--- config.mk ---
export PLATFORM = sky130hd
export DESIGN_NAME = bcd_time_of_day_counter
export DESIGN_NICKNAME = d
export VERILOG_FILES = /design/src/rtl/core/btod_pkg.sv /design/src/rtl/core/btod_next.sv /design/src/rtl/core/bcd_time_of_day_counter.sv
export SDC_FILE = /design/constraint.sdc
export NUM_CORES = 1
export LEC_CHECK = 0
export CORE_AREA = 8 8 100 139
export CTS_BUF_LIST = sky130_fd_sc_hd__clkbuf_4 sky130_fd_sc_hd__clkbuf_8 sky130_fd_sc_hd__clkbuf_16
export DETAILED_ROUTE_END_ITERATION = 10
export DIE_AREA = 0 0 108 147
export DONT_BUFFER_PORTS = 1
export HOLD_SLACK_MARGIN = 0.15
export MAX_ROUTING_LAYER = met4
export PLACE_DENSITY = 0.69
export SLEW_MARGIN = 20
export SYNTH_ARGS = -nofsm -noshare
export SYNTH_HDL_FRONTEND = slang
export SYNTH_SLANG_ARGS = --single-unit
--- constraint.sdc ---
create_clock -name clk -period 3.9 [get_ports clk]
set_input_delay 1.17 -clock clk [delete_from_list [all_inputs] [get_ports clk]]
set_output_delay 1.17 -clock clk [all_outputs]
set_load 0.01 [all_outputs]
--- src/rtl/core/btod_pkg.sv ---
// ----------------------------------------------------------------------------
// btod_pkg: shared types, codes and helpers for the BCD time-of-day counter
// Holds the command codes, unit codes, wrap limits and the BCD step functions.
// ----------------------------------------------------------------------------
package btod_pkg;

  typedef enum logic [1:0] {
    MODE_INC   = 2'd0,
    MODE_DEC   = 2'd1,
    MODE_LOAD  = 2'd2,
    MODE_CLEAR = 2'd3
  } mode_t;

  typedef enum logic [1:0] {
    UNIT_DECI = 2'd0,
    UNIT_SEC  = 2'd1,
    UNIT_MIN  = 2'd2,
    UNIT_HOUR = 2'd3
  } unit_t;

  localparam int NUM_UNITS = 4;

  localparam logic [7:0] WRAP_DECI   = 8'd9;
  localparam logic [7:0] WRAP_MINSEC = 8'h59;
  localparam logic [7:0] WRAP_HOUR   = 8'h23;

  typedef logic [NUM_UNITS-1:0][7:0] units_t;

  typedef struct packed {
    units_t                 units;
    logic                   day_wrapped;
    logic [NUM_UNITS-1:0]   changed;
  } result_t;

  function automatic logic [7:0] bcd_up(input logic [7:0] x);
    logic [7:0] y;
    y = x + 8'd1;
    if (y[3:0] == 4'hA) begin
      y = y + 8'd6;
    end
    return y;
  endfunction

  function automatic logic [7:0] bcd_down(input logic [7:0] x);
    logic [7:0] y;
    y = x - 8'd1;
    if (y[3:0] == 4'hF) begin
      y = y - 8'd6;
    end
    return y;
  endfunction

  function automatic logic [7:0] unit_top(input unit_t u);
    logic [7:0] top;
    unique case (u)
      UNIT_DECI: top = WRAP_DECI;
      UNIT_HOUR: top = WRAP_HOUR;
      default:   top = WRAP_MINSEC;
    endcase
    return top;
  endfunction

endpackage

--- src/rtl/core/btod_next.sv ---
// ----------------------------------------------------------------------------
// btod_next: next-state logic of the BCD time-of-day counter
// Works out the counter state and the result fields that one item produces.
// ----------------------------------------------------------------------------
module btod_next (
  input  btod_pkg::mode_t   mode,
  input  btod_pkg::unit_t   unit,
  input  logic              cascade,
  input  logic [7:0]        load_value,
  input  btod_pkg::units_t  cur,
  output btod_pkg::result_t res
);

  logic [btod_pkg::NUM_UNITS-1:0] wrap;
  logic [btod_pkg::NUM_UNITS-1:0] active;
  btod_pkg::units_t               stepped;

  always_comb begin
    for (int i = 0; i < btod_pkg::NUM_UNITS; i++) begin
      if (mode == btod_pkg::MODE_INC) begin
        wrap[i] = (cur[i] == btod_pkg::unit_top(btod_pkg::unit_t'(i)));
        if (wrap[i]) begin
          stepped[i] = 8'd0;
        end else if (i == 0) begin
          stepped[i] = cur[i] + 8'd1;
        end else begin
          stepped[i] = btod_pkg::bcd_up(cur[i]);
        end
      end else begin
        wrap[i] = (cur[i] == 8'd0);
        if (wrap[i]) begin
          stepped[i] = btod_pkg::unit_top(btod_pkg::unit_t'(i));
        end else if (i == 0) begin
          stepped[i] = cur[i] - 8'd1;
        end else begin
          stepped[i] = btod_pkg::bcd_down(cur[i]);
        end
      end
    end

    active[0] = (unit == btod_pkg::UNIT_DECI);
    for (int i = 1; i < btod_pkg::NUM_UNITS; i++) begin
      active[i] = (unit == btod_pkg::unit_t'(i)) ||
                  (cascade && active[i-1] && wrap[i-1]);
    end

    res.units       = cur;
    res.day_wrapped = 1'b0;
    res.changed     = '0;
    unique case (mode)
      btod_pkg::MODE_CLEAR: begin
        res.units   = '0;
        res.changed = '1;
      end
      btod_pkg::MODE_LOAD: begin
        res.units[unit]   = load_value;
        res.changed[unit] = 1'b1;
      end
      default: begin
        for (int i = 0; i < btod_pkg::NUM_UNITS; i++) begin
          if (active[i]) begin
            res.units[i] = stepped[i];
          end
        end
        res.changed     = active;
        res.day_wrapped = active[btod_pkg::NUM_UNITS-1] && wrap[btod_pkg::NUM_UNITS-1];
      end
    endcase
  end

endmodule

--- src/rtl/core/bcd_time_of_day_counter.sv ---
// ----------------------------------------------------------------------------
// bcd_time_of_day_counter: BCD time-of-day counter with edit commands
// Each item increments, decrements, loads or clears the time of day and
// returns one result holding the full time after the item.
// ----------------------------------------------------------------------------
// The input channel carries a command (mode, unit, cascade, load_value);
// the result channel carries deciseconds, seconds, minutes and hours after
// that command, the day-wrap flag and the mask of rewritten units.
// Every accepted item yields exactly one result, which is valid in the
// cycle after acceptance. The time registers are updated at the clock
// edge that accepts the item, so the next item may enter in the very next
// cycle: one item per cycle while the receiver keeps taking results.
// The result register is the only buffering stage. While it holds a result
// that the receiver has not taken, in_ready follows out_ready, so a stalled
// receiver holds off new items without losing any.
// Synchronous reset clears the time to 00:00:00.0 and empties the result
// register.
// ----------------------------------------------------------------------------
module bcd_time_of_day_counter (
  input  logic       clk,
  input  logic       rst_n,
  input  logic       in_valid,
  output logic       in_ready,
  input  logic [1:0] in_mode,
  input  logic [1:0] in_unit,
  input  logic       in_cascade,
  input  logic [7:0] in_load_value,
  output logic       out_valid,
  input  logic       out_ready,
  output logic [7:0] out_deciseconds,
  output logic [7:0] out_seconds_bcd,
  output logic [7:0] out_minutes_bcd,
  output logic [7:0] out_hours_bcd,
  output logic       out_day_wrapped,
  output logic [3:0] out_changed_units
);

  btod_pkg::units_t  time_r;
  btod_pkg::result_t res_r;
  btod_pkg::result_t res_nxt;
  logic              out_valid_r;
  logic              accept;

  assign in_ready = !out_valid_r || out_ready;
  assign accept   = in_valid && in_ready;

  btod_next u_next (
    .mode       (btod_pkg::mode_t'(in_mode)),
    .unit       (btod_pkg::unit_t'(in_unit)),
    .cascade    (in_cascade),
    .load_value (in_load_value),
    .cur        (time_r),
    .res        (res_nxt)
  );

  always_ff @(posedge clk) begin
    if (!rst_n) begin
      time_r      <= '0;
      out_valid_r <= 1'b0;
    end else begin
      if (accept) begin
        time_r      <= res_nxt.units;
        out_valid_r <= 1'b1;
      end else if (out_ready) begin
        out_valid_r <= 1'b0;
      end
    end
  end

  always_ff @(posedge clk) begin
    if (accept) begin
      res_r <= res_nxt;
    end
  end

  assign out_valid         = out_valid_r;
  assign out_deciseconds   = res_r.units[btod_pkg::UNIT_DECI];
  assign out_seconds_bcd   = res_r.units[btod_pkg::UNIT_SEC];
  assign out_minutes_bcd   = res_r.units[btod_pkg::UNIT_MIN];
  assign out_hours_bcd     = res_r.units[btod_pkg::UNIT_HOUR];
  assign out_day_wrapped   = res_r.day_wrapped;
  assign out_changed_units = res_r.changed;

endmodule

Yosys cells after proc, flatten, opt, wreduce, memory -nomap -nowiden. Index checks and enable logic that the tools add are counted.

Add/sub/neg operators: 14. Magnitude comparators: 2. Equality and inequality tests: 15. Multiplexer cells: 38. Reductions and logical operators: 22.

Operator list (number): $mux 8 (26); $pmux 32 s2 (1); $add 8x1->8 const B (4); $bwmux 32 (1); $eq 8x8->1 (4); $logic_not 8->1 (4); $sub 8x1->8 const B (4); $add 8x3->8 const B (3); $eq 4x4->1 const B (6); $sub 8x3->8 const B (3); $demux 8 s2 (1); $logic_and 1x1->1 (9); $eq 2x2->1 const B (4); $pmux 4 s2 (1); $mux 1 (7); $logic_not 2->1 (2); $logic_or 1x1->1 (4); $lt 2x3->1 const B (1); $demux 1 s2 (1); $eq 2x1->1 const B (1); $ge 2x1->1 const B (1); $reduce_bool 2->1 (1); $reduce_or 2->1 (1); $logic_not 1->1 (1).

Register bits after elaboration: 70. Input port bits: 17. Word-level logic and storage cells: 102.

Depth between registers and ports, before layout. Gate-level depths: netlist of the first run.

Depth in word-level cells: 14. Mapped depth: 12.

By module. A second synthesis of the first run with hierarchy kept.

Cells, all modules: 771. Area, all modules: 6207.2 um^2.

By module, submodules not included: btod_next (instances 1, cells an instance 590, area each 3738.6 um^2); bcd_time_of_day_counter (instances 1, cells an instance 181, area each 2468.6 um^2).

Worst setup path before layout of the first run. Ideal clock, no wire load.

Path type: in2reg. Start: in out_ready. End: reg res_r (netlist bit out_changed_units[0]), enable pin. Setup time: 0.415 ns. Arrival: 3.121 ns. Slack: 0.364 ns. Stages: 5. Cell sequence: nand2b_1 -> nand2_1 -> inv_1 -> clkbuf_1 -> clkbuf_1.

Word-level cells in the longest chain between the ends: 2.

Ends and longest elaborated chain: from (decl) (RTL line bcd_time_of_day_counter.sv:29) `input logic out_ready,`; $logic_or 1x1->1 (RTL line bcd_time_of_day_counter.sv:44) `assign in_ready = !out_valid_r || out_ready;`; $logic_and 1x1->1 (RTL line bcd_time_of_day_counter.sv:45) `assign accept = in_valid && in_ready;`; named net accept (RTL line bcd_time_of_day_counter.sv:42) `logic accept;`; to (signal assigned) (RTL line bcd_time_of_day_counter.sv:72) `res_r <= res_nxt;`; to (decl) (RTL line bcd_time_of_day_counter.sv:39) `btod_pkg::result_t res_r;`.

The timed path passes the listed nets, and every way through them passes these cells. A chain may end at the register's enable or synchronous reset.

==> reports/metrics.yaml, run 1 <==
status: "finished clean"
ys_top_cells_by_area: "edfxtp_1 17%, dfxtp_1 10%, o21ai_0 5.7%, nand2_1 5.2%, ha_1 4.7%"
cp_max_fo: 11
syn_to_final_growth_pct: 5.30
startpoint: "time_r[8]"
syn_area_um2: 6370
num_vias: 6513
drc_errors: 0
nFillCells: 1120
cap_violations: 0
hold_class: "flip-flop to flip-flop"
antenna_left: 0
final_common_cell: "nand2_1"
cp-end-kind: "flip-flop"
start_util: 0.533
grt_max_degree: 52
layout.nets: 817
wl_um: 20700
antenna_cells: 0
layout-drive-gt1-share: 0.0999
fin_hold_ws_ns: 0.590
period_share: 0.801
leakage_nw: 2.45
cts_made_buffers: 9
synth_top_flop_cell: "edfxtp_1"
power_frac_comb: 0.261
track_usage: 0.268
syn_inst: 813
rsz0062_at_grt: "false"
grt_overflow: 0
ctsLongestPathBuffers: 2
dr.pass1.iters: 5
syn-num-nets: 854
viasPerCell: 7.00
routedWlPerCell_um: 22.2
slew_viol_final: 0
io_buffers: 0
clock_skew_ns: 0.0144
gp_congestion: 0.965
synth.distinct_cells: 95
clk_transition_reported_paths_ns: 0.07
postCtsHoldBufs: 0
synth_seq_area_share: 0.278
ctsResizeCount: 0
setup_violations: 0
avgSynthCellArea_um2: 7.84
r2r-end: "out_minutes_bcd[2]"
powerDensity_nw_per_um2: 345
drtIter0Drc: 508
grt_pass1_vias: 6047
slew_headroom: 0.369
fin_setup_tns_ns: 0
clk_latency_ns: 0.35
yosysWarnings: 0
cts_root_buf: "clkbuf_16"
cts.sinks: 70
layout_common_cells: "88 x nand2_1, 73 x o21ai_0, 61 x nor2_1"
crit_end: "out_minutes_bcd[2]"
netSwitchingPower_w: 0.000797
fp.dieH_um: 147
pin_count: 56
timing_worst_setup_path_type: "flip-flop to flip-flop"
critical_path.reg2reg.startpoint: "time_r[8]"
ff2ff_setup_slack_ns: 0.78
cp.required_ns: 3.99
grt_antenna_before_repair: 0
post_cts_buffers: 0
worst_pin_slew_ns: 0.945
clock.fmax_mhz: 320
clkPwrFrac: 0.338
synth_top_area_frac: 0.174
async_flop_share: 0
die_w_um: 108
hold_viol: 0
multi_input_area_um2: 4220
dpl.hpwl_um: 14800
yosysTopAreaCell: "edfxtp_1"
yosys_register_bits: 70
seqPwrFrac: 0.401
p_sw_frac: 0.344
cp-start-kind: "flip-flop"
grt_pass1_wl_um: 33200
cts_tree: "done"
regArea_um2: 1770
arrival_ns: 3.21
cts.htree.levels: 3
ir_drop_mv: 0.231
rr_worst_depth: 9
row_count: 48
power.internal_w: 0.00152
synth_edf_count: 37
coreArea_um2: 12000
die_area_um2: 15900
min_period_ns: 3.12
## state kept, by name, indices dropped and copies added (netlist names)
register and count:
out_changed_units 4, out_day_wrapped 1, out_deciseconds 8, out_hours_bcd 8, out_minutes_bcd 8, out_seconds_bcd 8, out_valid 1, time_r 32
## kinds of logic (layout without fill, tap and decap cells)
family / count (synthesis) / count (layout) / share of synthesized area
buffers and inverters: 95 / 63 / 0.0597
adder cells (fa/ha/maj): 24 / 24 / 0.0471
AND/OR/NAND/NOR: 301 / 301 / 0.250
XOR/XNOR: 26 / 26 / 0.0357
multiplexers: 15 / 15 / 0.0242
AO/OA/AOI/OAI: 282 / 282 / 0.305
flip-flops: 70 / 70 / 0.278
## cells in the mapped netlist (all sizes together), types with 6 or more instances
cell type / n
o31ai: 9
nor4: 10
or2: 9
mux2i: 12
o22ai: 13
nand2: 88
edfxtp: 37
a21oi: 57
a22oi: 11
o211ai: 6
nor3: 16
nand3: 26
nor2b: 10
a211oi: 8
a31oi: 17
o21ai: 74
nor2: 61
xor2: 11
ha: 24
and2: 13
xnor2: 15
clkbuf: 56
nand2b: 8
dfxtp: 33
buf: 11
and3: 12
or4: 10
inv: 28
or3: 7
## metal layers
metal  vias up  track usage  wire, um
met3        62       0.0487      1360
met5         -            -         0
li1       2984            -         -
met1      3149        0.310      8220
met4         0        0.133       914
met2       318        0.433     10200
## worst min-delay path by stage
stage / start / to / slack [ns] / cells past startpoint
6_report: time_r[16] / time_r[16] / 0.59 / 2
5_1_grt: time_r[0] / time_r[0] / 0.62 / 2
4_1_cts: time_r[0] / time_r[0] / 0.59 / 2
3_5_place_dp: time_r[0] / time_r[0] / 0.58 / 2
3_3_place_gp: time_r[16] / time_r[16] / 0.56 / 2
2_1_floorplan: time_r[0] / time_r[0] / 0.52 / 2
## final cells by class
type,instances,share of cell area
Inverter,28,0.0157
Clock inverter,7,0.00858
Clock buffer,9,0.0336
Multi-Input combinational cell,648,0.629
Tap cell,150,0.0280
Timing Repair Buffer,19,0.0213
Sequential cell,70,0.264
## through the flow
step	total power (W)	area, um2	utilization	setup WS (ns)	cells
floorplan	0.00139	6370	-	0.364	813
global route	0.00242	6710	0.561	0.470	931
global placement	0.00152	6420	0.538	0.763	915
finish	0.00232	6710	0.561	0.776	931
detailed placement	0.00153	6420	0.538	0.700	915
CTS	0.00231	6710	0.561	0.790	931
## worst max-delay path, stage by stage, from the launching register on
cell     delay (ns)
dfxtp_1        0.44
inv_1          0.26
ha_1           0.39
or4b_1         0.53
o22ai_2        0.15
and3_2         0.27
a21oi_2        0.09
o31ai_4        0.28
o21ai_0        0.12
a211o_1        0.32
## power groups by stage
stage          clock network (W)  registers (W)  logic, W
2_1_floorplan                  0       0.000891  0.000500
6_report                0.000783       0.000928  0.000604
5_1_grt                 0.000823       0.000937  0.000664
3_3_place_gp                   0       0.000941  0.000578
3_5_place_dp                   0       0.000943  0.000590
4_1_cts                 0.000792       0.000928  0.000593
Note: power is estimated with default switching activity, not from simulation.
==> run 2: changes to the inputs <==
==> constraint.sdc (replaced) <==
create_clock -name clk -period 3.2 [get_ports clk]
set_input_delay 0.96 -clock clk [delete_from_list [all_inputs] [get_ports clk]]
set_output_delay 0.96 -clock clk [all_outputs]
set_load 0.01 [all_outputs]
==> reports/metrics.yaml, run 2 (same netlist as run 1, synthesis figures left out) <==
antenna_cells: 0  # unchanged
final_util: 0.576  # +0.0152
grt_antenna_before_repair: 0  # unchanged
worst_pin_slew_ns: 0.760  # -0.185 ns
drtIter0Drc: 550  # +8.3%
viasPerCell: 6.79  # -2.9%
grt_use_met2: 0.430  # -0.00337
die_w_um: 108  # unchanged
rsz0062_at_grt: "false"
powerDensity_nw_per_um2: 411  # +19%
largest_register_ffs: 32  # unchanged
routedWlPerCell_um: 21.9  # -1.7%
cp-start-kind: "flip-flop"
antenna_left: 0  # unchanged
dp_cells: 939  # +2.6%
layout-drive-gt1-share: 0.127  # +0.0268
p_sw_frac: 0.340  # -0.00443
row_count: 48  # unchanged
setup_violations: 0  # unchanged
syn_to_final_growth_pct: 8.15
hold_viol: 0  # unchanged
regMostFlops: "time_r"
fin_cells: 955  # +2.6%
dp_slack_ns: 0.223  # -0.477 ns
ir_drop_mv: 0.239  # +3.2%
fp.dieH_um: 147  # unchanged
met3_usage: 0.0566  # +0.00789
layout_common_cells: "88 x nand2_1, 73 x o21ai_0, 61 x nor2_1"
cts.sinks: 70  # unchanged
num_vias: 6484  # -0.45%
drc_errors: 0  # unchanged
netSwitchingPower_w: 0.000962  # +21%
io_buffers: 0  # unchanged
slew_headroom: 0.492  # +0.124
finalPower_w: 0.00283  # +22%
ctsLongestPathBuffers: 2  # unchanged
grt_pass1_vias: 6240  # +3.2%
grt_max_degree: 52  # unchanged
min_period_ns: 2.87  # -0.251 ns
cp_max_fo: 5  # -6
final_common_cell: "nand2_1"
grt_pass1_wl_um: 33200  # about the same
seqPwrFrac: 0.395  # -0.006
wl_um: 20900  # +0.83%
cts_tree: "done"
arrival_ns: 2.95  # -0.26 ns
period_share: 0.898  # +0.0968
layout.nets: 841  # +2.9%
coreArea_um2: 12000  # unchanged
die_area_um2: 15900  # unchanged
dpl.hpwl_um: 15100  # +2.2%
fin_setup_tns_ns: 0  # unchanged
track_usage: 0.269  # +0.000273
gp_congestion: 0.986  # +2.2%
clk_transition_reported_paths_ns: 0.06  # about the same
status: "finished clean"
clock.fmax_mhz: 348  # +8.7%
fin_ws_ns: 0.327  # -0.449 ns
hold_class: "flip-flop to flip-flop"
power_frac_comb: 0.275  # +0.014
power.internal_w: 0.00187  # +23%
cts.htree.levels: 3  # unchanged
pin_count: 56  # unchanged
grt_most_used_layer: "met2"
clk_latency_ns: 0.34  # about the same
clock_skew_ns: 0.0107  # -0.00368 ns
start_util: 0.533  # unchanged
cts_made_buffers: 9  # unchanged
cp-end-kind: "flip-flop"
timing_worst_setup_path_type: "flip-flop to flip-flop"
clkPwrFrac: 0.330  # -0.008
slew_viol_final: 0  # unchanged
cts_root_buf: "clkbuf_16"
grt_overflow: 0  # unchanged
use_met1: 0.301  # -0.00885
cap_violations: 0  # unchanged
leakage_nw: 2.57  # +4.9%
nFillCells: 1083  # -3.3%
dr.pass1.iters: 5  # unchanged
cp.required_ns: 3.28  # -0.71 ns
run 2: cell count changes in the layout (fill, tap and decap cells not counted):
cell / delta
buf_4: +23
buf_12: +1
clkbuf_4: +1
clkinv_1: +1
clkinv_2: +1
clkinv_4: -1
dfxtp_1: -1
dfxtp_2: +1
inv_6: -1
inv_8: -1
run 2: area by class of cell:
class | count | area (um2) | share of cell area
multi-input cells | 648 | 4220 | 0.612
inverters | 28 | 105 | 0.0153
repair buffers | 43 | 335 | 0.0487
clock buffers | 10 | 233 | 0.0338
clock inverters | 6 | 37.5 | 0.00545
flip-flops and latches | 70 | 1770 | 0.257
well taps | 150 | 188 | 0.0272
run 2: final timing paths:
kind / from / to / slack (ns) / cells after the start
worst min-delay path: time_r[0] / time_r[0] / 0.58 / 2
worst min register to register: time_r[0] / time_r[0] / 0.58 / 2
worst max-delay path: time_r[24] / out_hours_bcd[7] / 0.33 / 11
worst max register to register: time_r[24] / out_hours_bcd[7] / 0.33 / 11
run 2: metrics by stage:
step / area [um2] / hold WS [ns]
3_5_place_dp: 6620 / 0.580
5_1_grt: 6890 / 0.640
3_3_place_gp: 6620 / 0.560
4_1_cts: 6890 / 0.583
2_1_floorplan: 6370 / 0.524
6_report: 6890 / 0.578
run 2: worst max-delay path, cell delays in order (launching register included):
cell	delay [ns]
dfxtp_1	0.44
inv_1	0.15
ha_1	0.33
inv_1	0.08
ha_1	0.19
nand4b_1	0.16
a21oi_1	0.18
o21bai_1	0.13
or2_2	0.32
a21oi_1	0.23
o21ai_0	0.11
a221o_1	0.32
run 2: power groups by stage:
stage,logic (W),clock network (W),registers [W]
6_report,0.000778,0.000935,0.00112
5_1_grt,0.000854,0.000969,0.00113
4_1_cts,0.000765,0.000937,0.00112
3_5_place_dp,0.000761,0,0.00114
3_3_place_gp,0.000753,0,0.00114
2_1_floorplan,0.000609,0,0.00109
run 2: timing repair:
action,CTS,global route
hold buffers,0,0
setup buffers,0,0
setup endpoints to repair,0,1
gates resized for setup,0,1
run 2: routing by layer:
layer  share of wire  wire [um]
met2            0.48      10100
met1            0.39       8080
met3           0.077       1610
met5               0          0
met4           0.052       1090
